--- config.mk ---
export PLATFORM = sky130hd
export DESIGN_NAME = debug_stub_packet_receiver
export DESIGN_NICKNAME = d
export VERILOG_FILES = /design/src/rtl/dbgrx_pkg.sv /design/src/rtl/dbgrx_core.sv /design/src/rtl/debug_stub_packet_receiver.sv
export SDC_FILE = /design/constraint.sdc
export NUM_CORES = 1
export LEC_CHECK = 0
export ABC_AREA = 1
export BUFFER_PORTS_ARGS = -buffer_cell sky130_fd_sc_hd__buf_4
export CORE_MARGIN = 2
export CORE_UTILIZATION = 40
export CTS_CLUSTER_SIZE = 20
export DETAILED_ROUTE_END_ITERATION = 10
export SYNTH_ARGS = -nofsm -noshare
export SYNTH_HDL_FRONTEND = slang
export SYNTH_SLANG_ARGS = --single-unit
--- constraint.sdc ---
create_clock -name aclk -period 6.4 [get_ports aclk]
set_clock_uncertainty 0.05 [all_clocks]
set_input_delay 0 -clock aclk [delete_from_list [all_inputs] [get_ports aclk]]
set_output_delay 0 -clock aclk [all_outputs]
set_load 0.005 [all_outputs]
--- src/rtl/dbgrx_pkg.sv ---
// Shared types, character codes and helper functions for the debug stub packet receiver.
package dbgrx_pkg;

    // Default capacity of the packet text, in bytes.
    localparam int unsigned DBGRX_CMD_CAPACITY = 511;

    // Reset value of the memory read length clamp.
    localparam logic [7:0] DBGRX_MAX_READ_LEN_RST = 8'd128;

    // Hard upper bound on any memory read length.
    localparam logic [7:0] DBGRX_READ_LEN_CAP = 8'd128;

    // Code that marks a character that is not a hex digit.
    localparam logic [7:0] HEX_BAD = 8'hff;

    // Framing and command characters.
    localparam logic [7:0] CH_DOLLAR = 8'h24;
    localparam logic [7:0] CH_HASH   = 8'h23;
    localparam logic [7:0] CH_PLUS   = 8'h2b;
    localparam logic [7:0] CH_MINUS  = 8'h2d;
    localparam logic [7:0] CH_COMMA  = 8'h2c;
    localparam logic [7:0] CH_QMARK  = 8'h3f;
    localparam logic [7:0] CH_UP_H   = 8'h48;
    localparam logic [7:0] CH_LO_Q   = 8'h71;
    localparam logic [7:0] CH_LO_G   = 8'h67;
    localparam logic [7:0] CH_UP_G   = 8'h47;
    localparam logic [7:0] CH_LO_S   = 8'h73;
    localparam logic [7:0] CH_LO_M   = 8'h6d;
    localparam logic [7:0] CH_LO_C   = 8'h63;
    localparam logic [7:0] CH_UP_D   = 8'h44;
    localparam logic [7:0] CH_LO_K   = 8'h6b;
    localparam logic [7:0] CH_UP_S   = 8'h53;
    localparam logic [7:0] CH_UP_O   = 8'h4f;

    // Query candidates tracked after the leading 'q'.
    localparam logic [1:0] QRY_NONE      = 2'd0;
    localparam logic [1:0] QRY_SUPPORTED = 2'd1;
    localparam logic [1:0] QRY_OFFSETS   = 2'd2;
    localparam logic [3:0] QRY_SUPPORTED_LEN = 4'd9;
    localparam logic [3:0] QRY_OFFSETS_LEN   = 4'd7;

    typedef enum logic [2:0] {
        PH_IDLE     = 3'd0,
        PH_TEXT     = 3'd1,
        PH_DIG1     = 3'd2,
        PH_DIG2     = 3'd3,
        PH_WAIT_ACK = 3'd4,
        PH_QUIT     = 3'd5
    } phase_t;

    typedef enum logic [1:0] {
        TX_NONE   = 2'd0,
        TX_ACK    = 2'd1,
        TX_NAK    = 2'd2,
        TX_RESEND = 2'd3
    } tx_action_t;

    typedef enum logic [3:0] {
        RK_NONE    = 4'd0,
        RK_STOP    = 4'd1,
        RK_OK      = 4'd2,
        RK_EMPTY   = 4'd3,
        RK_OFFSETS = 4'd4,
        RK_REGS    = 4'd5,
        RK_ERROR   = 4'd6,
        RK_MEMREAD = 4'd7,
        RK_QUIT    = 4'd8
    } reply_kind_t;

    typedef struct packed {
        logic        session_over;
        logic [7:0]  mem_length;
        logic [31:0] mem_address;
        reply_kind_t reply_kind;
        tx_action_t  tx_action;
    } dbgrx_result_t;

    // Value of one hex digit, or HEX_BAD for any other character.
    function automatic logic [7:0] hex_val(input logic [7:0] c);
        logic [7:0] v;
        v = HEX_BAD;
        if (c >= 8'h30 && c <= 8'h39) begin
            v = c - 8'h30;
        end else if (c >= 8'h41 && c <= 8'h46) begin
            v = c - 8'h37;
        end else if (c >= 8'h61 && c <= 8'h66) begin
            v = c - 8'h57;
        end
        return v;
    endfunction

    // Expected character at position idx of the query word for a candidate.
    function automatic logic [7:0] query_char(input logic [1:0] cand, input logic [3:0] idx);
        logic [7:0] ch;
        ch = 8'h00;
        if (cand == QRY_SUPPORTED) begin
            unique case (idx)
                4'd0:    ch = 8'h53; // S
                4'd1:    ch = 8'h75; // u
                4'd2:    ch = 8'h70; // p
                4'd3:    ch = 8'h70; // p
                4'd4:    ch = 8'h6f; // o
                4'd5:    ch = 8'h72; // r
                4'd6:    ch = 8'h74; // t
                4'd7:    ch = 8'h65; // e
                4'd8:    ch = 8'h64; // d
                default: ch = 8'h00;
            endcase
        end else begin
            unique case (idx)
                4'd0:    ch = 8'h4f; // O
                4'd1:    ch = 8'h66; // f
                4'd2:    ch = 8'h66; // f
                4'd3:    ch = 8'h73; // s
                4'd4:    ch = 8'h65; // e
                4'd5:    ch = 8'h74; // t
                4'd6:    ch = 8'h73; // s
                default: ch = 8'h00;
            endcase
        end
        return ch;
    endfunction

endpackage

--- src/rtl/dbgrx_core.sv ---
// Packet framing state, checksum check, classification and memory request parsing.
module dbgrx_core
    import dbgrx_pkg::*;
#(
    parameter int unsigned CMD_CAPACITY = DBGRX_CMD_CAPACITY
) (
    input  logic          aclk,
    input  logic          aresetn,
    input  logic          step_en,
    input  logic [7:0]    rx_byte,
    input  logic [7:0]    max_read_len,
    output dbgrx_result_t result
);

    localparam int unsigned CNT_W = $clog2(CMD_CAPACITY + 1);

    phase_t             phase_reg,       phase_next;
    logic [7:0]         text_sum_reg,    text_sum_next;
    logic [11:0]        rx_checksum_reg, rx_checksum_next;
    logic [7:0]         first_char_reg,  first_char_next;
    logic [CNT_W-1:0]   text_count_reg,  text_count_next;
    logic               text_ended_reg,  text_ended_next;
    logic [31:0]        addr_acc_reg,    addr_acc_next;
    logic [31:0]        len_acc_reg,     len_acc_next;
    logic               comma_seen_reg,  comma_seen_next;
    logic [1:0]         qry_cand_reg,    qry_cand_next;
    logic [3:0]         qry_cnt_reg,     qry_cnt_next;

    logic [7:0] hv;
    logic [7:0] rx_sum;
    logic       sum_ok;
    logic [3:0] qry_len;
    logic [7:0] len_lim;
    logic [7:0] len_clamped;

    always_comb begin
        hv      = hex_val(rx_byte);
        rx_sum  = {rx_checksum_reg[7:4], hv[3:0]};
        sum_ok  = (hv <= 8'd15) && (rx_checksum_reg <= 12'h0f0);
        qry_len = (qry_cand_reg == QRY_SUPPORTED) ? QRY_SUPPORTED_LEN : QRY_OFFSETS_LEN;
        len_lim = (max_read_len > DBGRX_READ_LEN_CAP) ? DBGRX_READ_LEN_CAP : max_read_len;
        len_clamped = (len_acc_reg > 32'(DBGRX_READ_LEN_CAP)) ? DBGRX_READ_LEN_CAP
                                                               : len_acc_reg[7:0];
        if (len_clamped > len_lim) begin
            len_clamped = len_lim;
        end
    end

    // Next state of the framing and parsing registers.
    always_comb begin
        phase_next       = phase_reg;
        text_sum_next    = text_sum_reg;
        rx_checksum_next = rx_checksum_reg;
        first_char_next  = first_char_reg;
        text_count_next  = text_count_reg;
        text_ended_next  = text_ended_reg;
        addr_acc_next    = addr_acc_reg;
        len_acc_next     = len_acc_reg;
        comma_seen_next  = comma_seen_reg;
        qry_cand_next    = qry_cand_reg;
        qry_cnt_next     = qry_cnt_reg;

        unique case (phase_reg)
            PH_IDLE: begin
                if (rx_byte == CH_DOLLAR) begin
                    phase_next       = PH_TEXT;
                    text_sum_next    = '0;
                    rx_checksum_next = '0;
                    first_char_next  = '0;
                    text_count_next  = '0;
                    text_ended_next  = 1'b0;
                    addr_acc_next    = '0;
                    len_acc_next     = '0;
                    comma_seen_next  = 1'b0;
                    qry_cand_next    = QRY_NONE;
                    qry_cnt_next     = '0;
                end
            end
            PH_TEXT: begin
                if (rx_byte == CH_HASH) begin
                    phase_next = PH_DIG1;
                end else if (text_count_reg < CNT_W'(CMD_CAPACITY)) begin
                    text_count_next = text_count_reg + CNT_W'(1);
                    if (!text_ended_reg) begin
                        if (rx_byte == 8'h00) begin
                            text_ended_next = 1'b1;
                        end else begin
                            text_sum_next = text_sum_reg + rx_byte;
                            if (text_count_reg == '0) begin
                                first_char_next = rx_byte;
                            end else begin
                                if (text_count_reg == CNT_W'(1)) begin
                                    if (rx_byte == CH_UP_S) begin
                                        qry_cand_next = QRY_SUPPORTED;
                                        qry_cnt_next  = 4'd1;
                                    end else if (rx_byte == CH_UP_O) begin
                                        qry_cand_next = QRY_OFFSETS;
                                        qry_cnt_next  = 4'd1;
                                    end else begin
                                        qry_cand_next = QRY_NONE;
                                        qry_cnt_next  = '0;
                                    end
                                end else if (qry_cand_reg != QRY_NONE) begin
                                    if (qry_cnt_reg < qry_len &&
                                        rx_byte == query_char(qry_cand_reg, qry_cnt_reg)) begin
                                        qry_cnt_next = qry_cnt_reg + 4'd1;
                                    end else begin
                                        qry_cand_next = QRY_NONE;
                                        qry_cnt_next  = '0;
                                    end
                                end
                                if (!comma_seen_reg && rx_byte == CH_COMMA) begin
                                    comma_seen_next = 1'b1;
                                end else if (!comma_seen_reg) begin
                                    addr_acc_next = {addr_acc_reg[27:0], 4'h0} + 32'(hv);
                                end else begin
                                    len_acc_next = {len_acc_reg[27:0], 4'h0} + 32'(hv);
                                end
                            end
                        end
                    end
                end
            end
            PH_DIG1: begin
                rx_checksum_next = {hv, 4'h0};
                phase_next       = PH_DIG2;
            end
            PH_DIG2: begin
                if (sum_ok) begin
                    rx_checksum_next = {4'h0, rx_sum};
                end
                if (!sum_ok || rx_sum != text_sum_reg) begin
                    phase_next = PH_IDLE;
                end else if (first_char_reg == CH_LO_C || first_char_reg == CH_UP_D ||
                             first_char_reg == CH_LO_K) begin
                    phase_next = PH_QUIT;
                end else begin
                    phase_next = PH_WAIT_ACK;
                end
            end
            PH_WAIT_ACK: begin
                if (rx_byte != CH_MINUS) begin
                    phase_next = PH_IDLE;
                end
            end
            default: begin
                phase_next = PH_QUIT;
            end
        endcase
    end

    // Result item for the byte at hand.
    always_comb begin
        result              = '0;
        result.tx_action    = TX_NONE;
        result.reply_kind   = RK_NONE;
        result.session_over = (phase_next == PH_QUIT);
        unique case (phase_reg)
            PH_DIG2: begin
                if (!sum_ok || rx_sum != text_sum_reg) begin
                    result.tx_action = TX_NAK;
                end else begin
                    result.tx_action = TX_ACK;
                    unique case (first_char_reg)
                        CH_QMARK: result.reply_kind = RK_STOP;
                        CH_UP_H:  result.reply_kind = RK_OK;
                        CH_LO_Q: begin
                            result.reply_kind = (qry_cand_reg == QRY_OFFSETS &&
                                                 qry_cnt_reg == QRY_OFFSETS_LEN)
                                                ? RK_OFFSETS : RK_EMPTY;
                        end
                        CH_LO_G:  result.reply_kind = RK_REGS;
                        CH_UP_G, CH_LO_S: result.reply_kind = RK_ERROR;
                        CH_LO_M: begin
                            result.reply_kind  = RK_MEMREAD;
                            result.mem_address = addr_acc_reg;
                            result.mem_length  = len_clamped;
                        end
                        CH_LO_C, CH_UP_D, CH_LO_K: result.reply_kind = RK_QUIT;
                        default:  result.reply_kind = RK_EMPTY;
                    endcase
                end
            end
            PH_WAIT_ACK: begin
                if (rx_byte == CH_PLUS) begin
                    result.tx_action = TX_NONE;
                end else if (rx_byte == CH_MINUS) begin
                    result.tx_action = TX_RESEND;
                end else begin
                    result.tx_action = TX_NAK;
                end
            end
            default: begin
                result.tx_action = TX_NONE;
            end
        endcase
    end

    always_ff @(posedge aclk) begin
        if (!aresetn) begin
            phase_reg       <= PH_IDLE;
            text_sum_reg    <= '0;
            rx_checksum_reg <= '0;
            first_char_reg  <= '0;
            text_count_reg  <= '0;
            text_ended_reg  <= 1'b0;
            addr_acc_reg    <= '0;
            len_acc_reg     <= '0;
            comma_seen_reg  <= 1'b0;
            qry_cand_reg    <= QRY_NONE;
            qry_cnt_reg     <= '0;
        end else if (step_en) begin
            phase_reg       <= phase_next;
            text_sum_reg    <= text_sum_next;
            rx_checksum_reg <= rx_checksum_next;
            first_char_reg  <= first_char_next;
            text_count_reg  <= text_count_next;
            text_ended_reg  <= text_ended_next;
            addr_acc_reg    <= addr_acc_next;
            len_acc_reg     <= len_acc_next;
            comma_seen_reg  <= comma_seen_next;
            qry_cand_reg    <= qry_cand_next;
            qry_cnt_reg     <= qry_cnt_next;
        end
    end

endmodule

--- src/rtl/debug_stub_packet_receiver.sv ---
// Top level of the debug stub packet receiver: input register, core and result register.
//
//  Channel  | Direction | Payload                                            | Handshake
//  s_       | in        | s_tdata[7:0] rx_byte                               | s_tvalid/s_tready
//  m_       | out       | m_tdata tx_action, reply_kind, address, length,    | m_tvalid/m_tready
//           |           | session_over                                       |
//  cfg_     | in        | cfg_wdata[7:0] max_read_len                        | cfg_we
//
// Every received item produces exactly one result item, which enters the result
// register at the same edge at which the item leaves the input register, so the
// block sustains one item per clock while m_tready does not stall it; the only
// loop is the update of the framing state in the core.
// An accepted item passes through the input register, then the result register.
// Reset is synchronous and active low; it returns the framer to waiting for a
// packet start and sets the read length clamp to 128.
// A stall on m_tready holds the result register, then the input register, and only
// then drops s_tready, so no item is lost or repeated.
module debug_stub_packet_receiver
    import dbgrx_pkg::*;
#(
    parameter int unsigned CMD_CAPACITY = DBGRX_CMD_CAPACITY
) (
    input  logic        aclk,
    input  logic        aresetn,

    input  logic        s_tvalid,
    output logic        s_tready,
    input  logic [7:0]  s_tdata,   // [7:0] rx_byte

    output logic        m_tvalid,
    input  logic        m_tready,
    output logic [47:0] m_tdata,   // [1:0] tx_action, [5:2] reply_kind, [37:6] mem_address,
                                   // [45:38] mem_length, [46] session_over, [47] zero

    input  logic        cfg_we,
    input  logic [7:0]  cfg_wdata  // [7:0] max_read_len
);

    // The read length clamp; the user must write it only while the block is idle, which the block does not enforce.
    logic [7:0] max_read_len_reg;

    // Input register holds one received byte waiting for the core.
    logic       in_valid_reg;
    logic [7:0] in_byte_reg;

    // Result register holds the item offered on the master side.
    logic          out_valid_reg;
    dbgrx_result_t out_result_reg;

    dbgrx_result_t core_result;
    logic          advance;
    logic          step_en;

    // The result register can take a new item when it is empty or being drained.
    assign advance  = !out_valid_reg || m_tready;
    // The input register can take a byte when it is empty or moving on this cycle.
    assign s_tready = !in_valid_reg || advance;
    // The core updates its state exactly once for each byte that moves to the result.
    assign step_en  = in_valid_reg && advance;

    dbgrx_core #(
        .CMD_CAPACITY (CMD_CAPACITY)
    ) u_core (
        .aclk         (aclk),
        .aresetn      (aresetn),
        .step_en      (step_en),
        .rx_byte      (in_byte_reg),
        .max_read_len (max_read_len_reg),
        .result       (core_result)
    );

    always_ff @(posedge aclk) begin
        if (!aresetn) begin
            max_read_len_reg <= DBGRX_MAX_READ_LEN_RST;
        end else if (cfg_we) begin
            max_read_len_reg <= cfg_wdata;
        end
    end

    always_ff @(posedge aclk) begin
        if (!aresetn) begin
            in_valid_reg  <= 1'b0;
            out_valid_reg <= 1'b0;
        end else begin
            if (s_tready) begin
                in_valid_reg <= s_tvalid;
            end
            if (advance) begin
                out_valid_reg <= in_valid_reg;
            end
        end
    end

    // Payload registers carry no reset; their valid flags qualify them.
    always_ff @(posedge aclk) begin
        if (s_tvalid && s_tready) begin
            in_byte_reg <= s_tdata;
        end
        if (step_en) begin
            out_result_reg <= core_result;
        end
    end

    assign m_tvalid = out_valid_reg;
    assign m_tdata  = {1'b0,
                       out_result_reg.session_over,
                       out_result_reg.mem_length,
                       out_result_reg.mem_address,
                       4'(out_result_reg.reply_kind),
                       2'(out_result_reg.tx_action)};

    // A reply kind is only ever reported together with an acknowledge.
    a_kind_with_ack: assert property (@(posedge aclk) disable iff (!aresetn)
        m_tvalid && out_result_reg.reply_kind != RK_NONE |->
            out_result_reg.tx_action == TX_ACK)
        else $error("reply kind reported without an acknowledge");

    // Address and length are only nonzero on a memory read, and the length is clamped.
    a_mem_fields: assert property (@(posedge aclk) disable iff (!aresetn)
        m_tvalid |-> (out_result_reg.mem_length <= DBGRX_READ_LEN_CAP) &&
            (out_result_reg.reply_kind == RK_MEMREAD ||
             (out_result_reg.mem_address == '0 && out_result_reg.mem_length == '0)))
        else $error("memory read fields out of place or beyond the clamp");

    // Once the session is over, the next result item reports it again.
    a_quit_sticky: assert property (@(posedge aclk) disable iff (!aresetn)
        m_tvalid && m_tready && out_result_reg.session_over |=>
            !m_tvalid || out_result_reg.session_over)
        else $error("session left the quit phase");

    // After a quit the receiver neither acknowledges nor rejects anything.
    a_quit_silent: assert property (@(posedge aclk) disable iff (!aresetn)
        m_tvalid && out_result_reg.session_over && out_result_reg.reply_kind != RK_QUIT |->
            out_result_reg.tx_action == TX_NONE)
        else $error("activity reported after the session ended");

endmodule

==> impl_metrics.csv <==
group,metric,value,unit
run_status,status,"completed",
placed_design,dp_hpwl,20300,µm
global_routing,grt_overflow_total,0,
clocking,cts_tree,"done",
logic_synthesis,synth_most_common_cell,"nand2_1",
power_and_ir_drop,total_power,2.64,mW
cells_and_area,num_antenna_cells,0,
setup_path,slowest_delay,560,ps
setup_path,cp_max_fo,10,
clocking,htreeDepth,4,
logic_synthesis,ys_seq_elements,184,
clocking,postCtsSetupRepairBufs,0,
setup_path,worstPathCellList,"inv_1, ha_1, inv_1, nor2_2, nand2_1, nand2_1, nand2_2, nand2_2, inv_2, nand2_1, nand3_1, inv_1, ha_1, inv_1, fa_1, o21ai_0, nand4_1, nor2_1, nand3_1, nor3_1, xnor2_1, nor2_1, a21oi_1, nor2_1",
global_routing,grt_pass1_vias,9522,
cells_and_area,area_delta_synth_final,16.8,%
floorplan,die_h,167,µm
global_routing,track_usage,20.0,%
cells_and_area,drive_above_1_share,9.54,%
logic_synthesis,netlist_area,10600,µm²
floorplan,ioPinCount,71,
floorplan,rows,59,
power_and_ir_drop,swShare,28.0,%
placed_design,io_buffers,69,
logic_synthesis,synth_top_cells_by_area,"dfxtp_1 24%, edfxtp_1 16%, nand2_1 12%",
logic_synthesis,yosys_warnings,0,
setup_path,end_kind,"register",
power_and_ir_drop,pwr-share-seq,47.5,%
clocking,cts_buffer_depth,2,
logic_synthesis,synth_top_area_share,24.3,%
logic_synthesis,synth_cells,1498,
timing,worst_pin_slew,1030,ps
power_and_ir_drop,p_leak,5.01,nW
detailed_routing,wl_per_cell,14.4,µm
setup_path,cpMostUsedCell,"inv_1",
detailed_routing,firstDrtPassIters,5,
setup_path,required,6650,ps
cells_and_area,fin_area,12400,µm²
detailed_routing,drtIter0Drc,849,
cells_and_area,largest_reg_flops,47,
timing,slew_headroom,30.5,%
global_routing,grt_max_degree,50,
timing,grt_setup_unrepaired,"no",
timing,setup_tns,0,ps
power_and_ir_drop,p_clk_share,42.3,%
power_and_ir_drop,power_density,213,nW/µm²
timing,setup_viol,0,
worst_hold_path,hold_path.class,"primary input to register",
logic_synthesis,synthesis.nets,1568,
logic_synthesis,synthTopCellsByCount,"342 x nand2_1, 193 x nor2_1, 180 x inv_1, 135 x a21oi_1, 129 x dfxtp_1",
setup_path,crit_arrival,4670,ps
logic_synthesis,async_reset_ff_share,0,%
detailed_routing,vias,10000,
timing,period_share,69.0,%
clocking,clkTransAtPathRegs,80,ps
floorplan,start_util,40.8,%
timing,min_period,4420,ps
clocking,root_buffer,"clkbuf_16",
logic_synthesis,syn_area_per_cell,7.10,µm²
power_and_ir_drop,worst_ir_drop_vdd,0.000129,V
detailed_routing,drcViolationCount,0,
cells_and_area,nets,1660,
floorplan,die_area,27900,µm²
setup_path,start_kind,"register",
timing,fmax,0.226,GHz
power_and_ir_drop,comb_power_share,10.2,%
clocking,cts_sinks,184,
placed_design,dpl_cell_area,11400,µm²
setup_path,critPathKind,"register to register",
detailed_routing,wl,27800,µm
logic_synthesis,yosysSeqAreaShare,39.8,%
setup_path,crit_slowest_cell,"edfxtp_1",
logic_synthesis,yosysTopAreaCell,"dfxtp_1",
cells_and_area,fill_cells,2662,
detailed_routing,routed_via_density,5.17,
logic_synthesis,synth_ff_type,"dfxtp_1",
timing,finalMaxSlewViolations,0,
power_and_ir_drop,power.internal,1.90,mW
run,cap_violations,0,
detailed_routing,drtAntennaViolNets,0,
clocking,numCtsBuffers,17,
timing,final_hold_viol_count,0,
power_and_ir_drop,p_switching,0.740,mW
logic_synthesis,ys_types,45,
floorplan,die_x,167,µm
floorplan,core-area,26100,µm²
logic_synthesis,synth_enable_flop_cells,55,
global_routing,antenna_found_initial,0,
global_routing,grt_pass1_wl,46200,µm
clocking,insertion_delay,450,ps
placed_design,gp_congestion,0.940,
layer usage:
metal	GRT usage (%)	part of all wire [%]
met5	0	0
met4	5.70	1.4
met3	3.11	4.0
met2	33.5	47
met1	26.9	47
stage by stage:
step | worst slack (ps) | hold slack [ps] | utilization, % | cells
final | 1980 | 211 | 47.7 | 1938
after global routing | 1470 | 216 | 47.7 | 1938
after CTS | 1990 | 204 | 47.7 | 1938
after detailed placement | 2010 | 130 | 43.9 | 1871
after global placement | 2140 | 130 | 43.9 | 1871
after floorplan | 2690 | 48.9 | - | 1498
cell usage in the layout (no fill, tap or decap), drive strengths merged, types with 4 or more instances in the layout:
cell type,count
or2,16
clkbuf,17
o211ai,8
o21a,4
dlygate4sd3,35
o21ai,75
nor4,22
clkinv,7
inv,196
nor2,202
xor2,23
buf,75
edfxtp,55
nand2,349
a31oi,5
a21oi,138
xnor2,7
nor3,37
nand3,103
dfxtp,129
nand4,36
ha,46
logic make-up (layout without fill, tap and decap cells):
group | Yosys count | count (layout) | share of synthesized area (%)
AO/OA/AOI/OAI | 238 | 238 | 11.9
XOR/XNOR | 30 | 30 | 2.47
adder cells (fa/ha/maj) | 49 | 49 | 5.98
buffers and inverters | 226 | 331 | 8.31
flip-flops | 184 | 184 | 39.8
other | 1 | 1 | 0.0353
AND/OR/NAND/NOR | 770 | 770 | 31.5
path summary, 6_finish.rpt:
| path | to | from | slack, ps | depth (start not counted) |
|---|---|---|---|---|
| setup / recovery | u_core.len_acc_reg[26] | in_byte_reg[4] | 1980 | 24 |
| hold / removal | in_byte_reg[2] | s_tdata[2] | 210 | 2 |
| setup reg to reg | u_core.len_acc_reg[26] | in_byte_reg[4] | 1980 | 24 |
| hold reg to reg | u_core.addr_acc_reg[27] | u_core.addr_acc_reg[27] | 420 | 2 |
worst max-delay path: cells and delay by family, from the launching register on:
| family | cells | cell delay, ps |
|---|---|---|
| and+or+nand+nor | 13 | 1730 |
| adders and majority gates | 3 | 760 |
| buffers and inverters | 5 | 590 |
| DFF | 1 | 560 |
| AOI/OAI and AO/OA | 2 | 420 |
| xor gates and xnor gates | 1 | 140 |
power by group through the flow:
stage / combinational (mW) / clock (mW) / sequential (mW)
2_1_floorplan: 0.171 / 0 / 1.27
3_3_place_gp: 0.249 / 0 / 1.28
3_5_place_dp: 0.251 / 0 / 1.28
4_1_cts: 0.270 / 1.14 / 1.26
5_1_grt: 0.306 / 1.18 / 1.26
6_report: 0.270 / 1.12 / 1.26
area by class of cell:
type	instances	area [µm²]	share of cell area [%]
multi-input cells	1088	5520	44.4
clock inverters	15	200	1.61
flip-flops and latches	184	4230	34.1
well taps	335	419	3.37
clock buffers	17	425	3.42
repair buffers	110	913	7.35
inverters	189	709	5.71
repair_timing:
item,in CTS,in global routing
endpoints found under the setup margin,0,0
gates resized for setup,0,0
endpoints found under the hold margin,36,0
hold buffers,35,0
No activity file was read; power rests on OpenSTA's default activity.
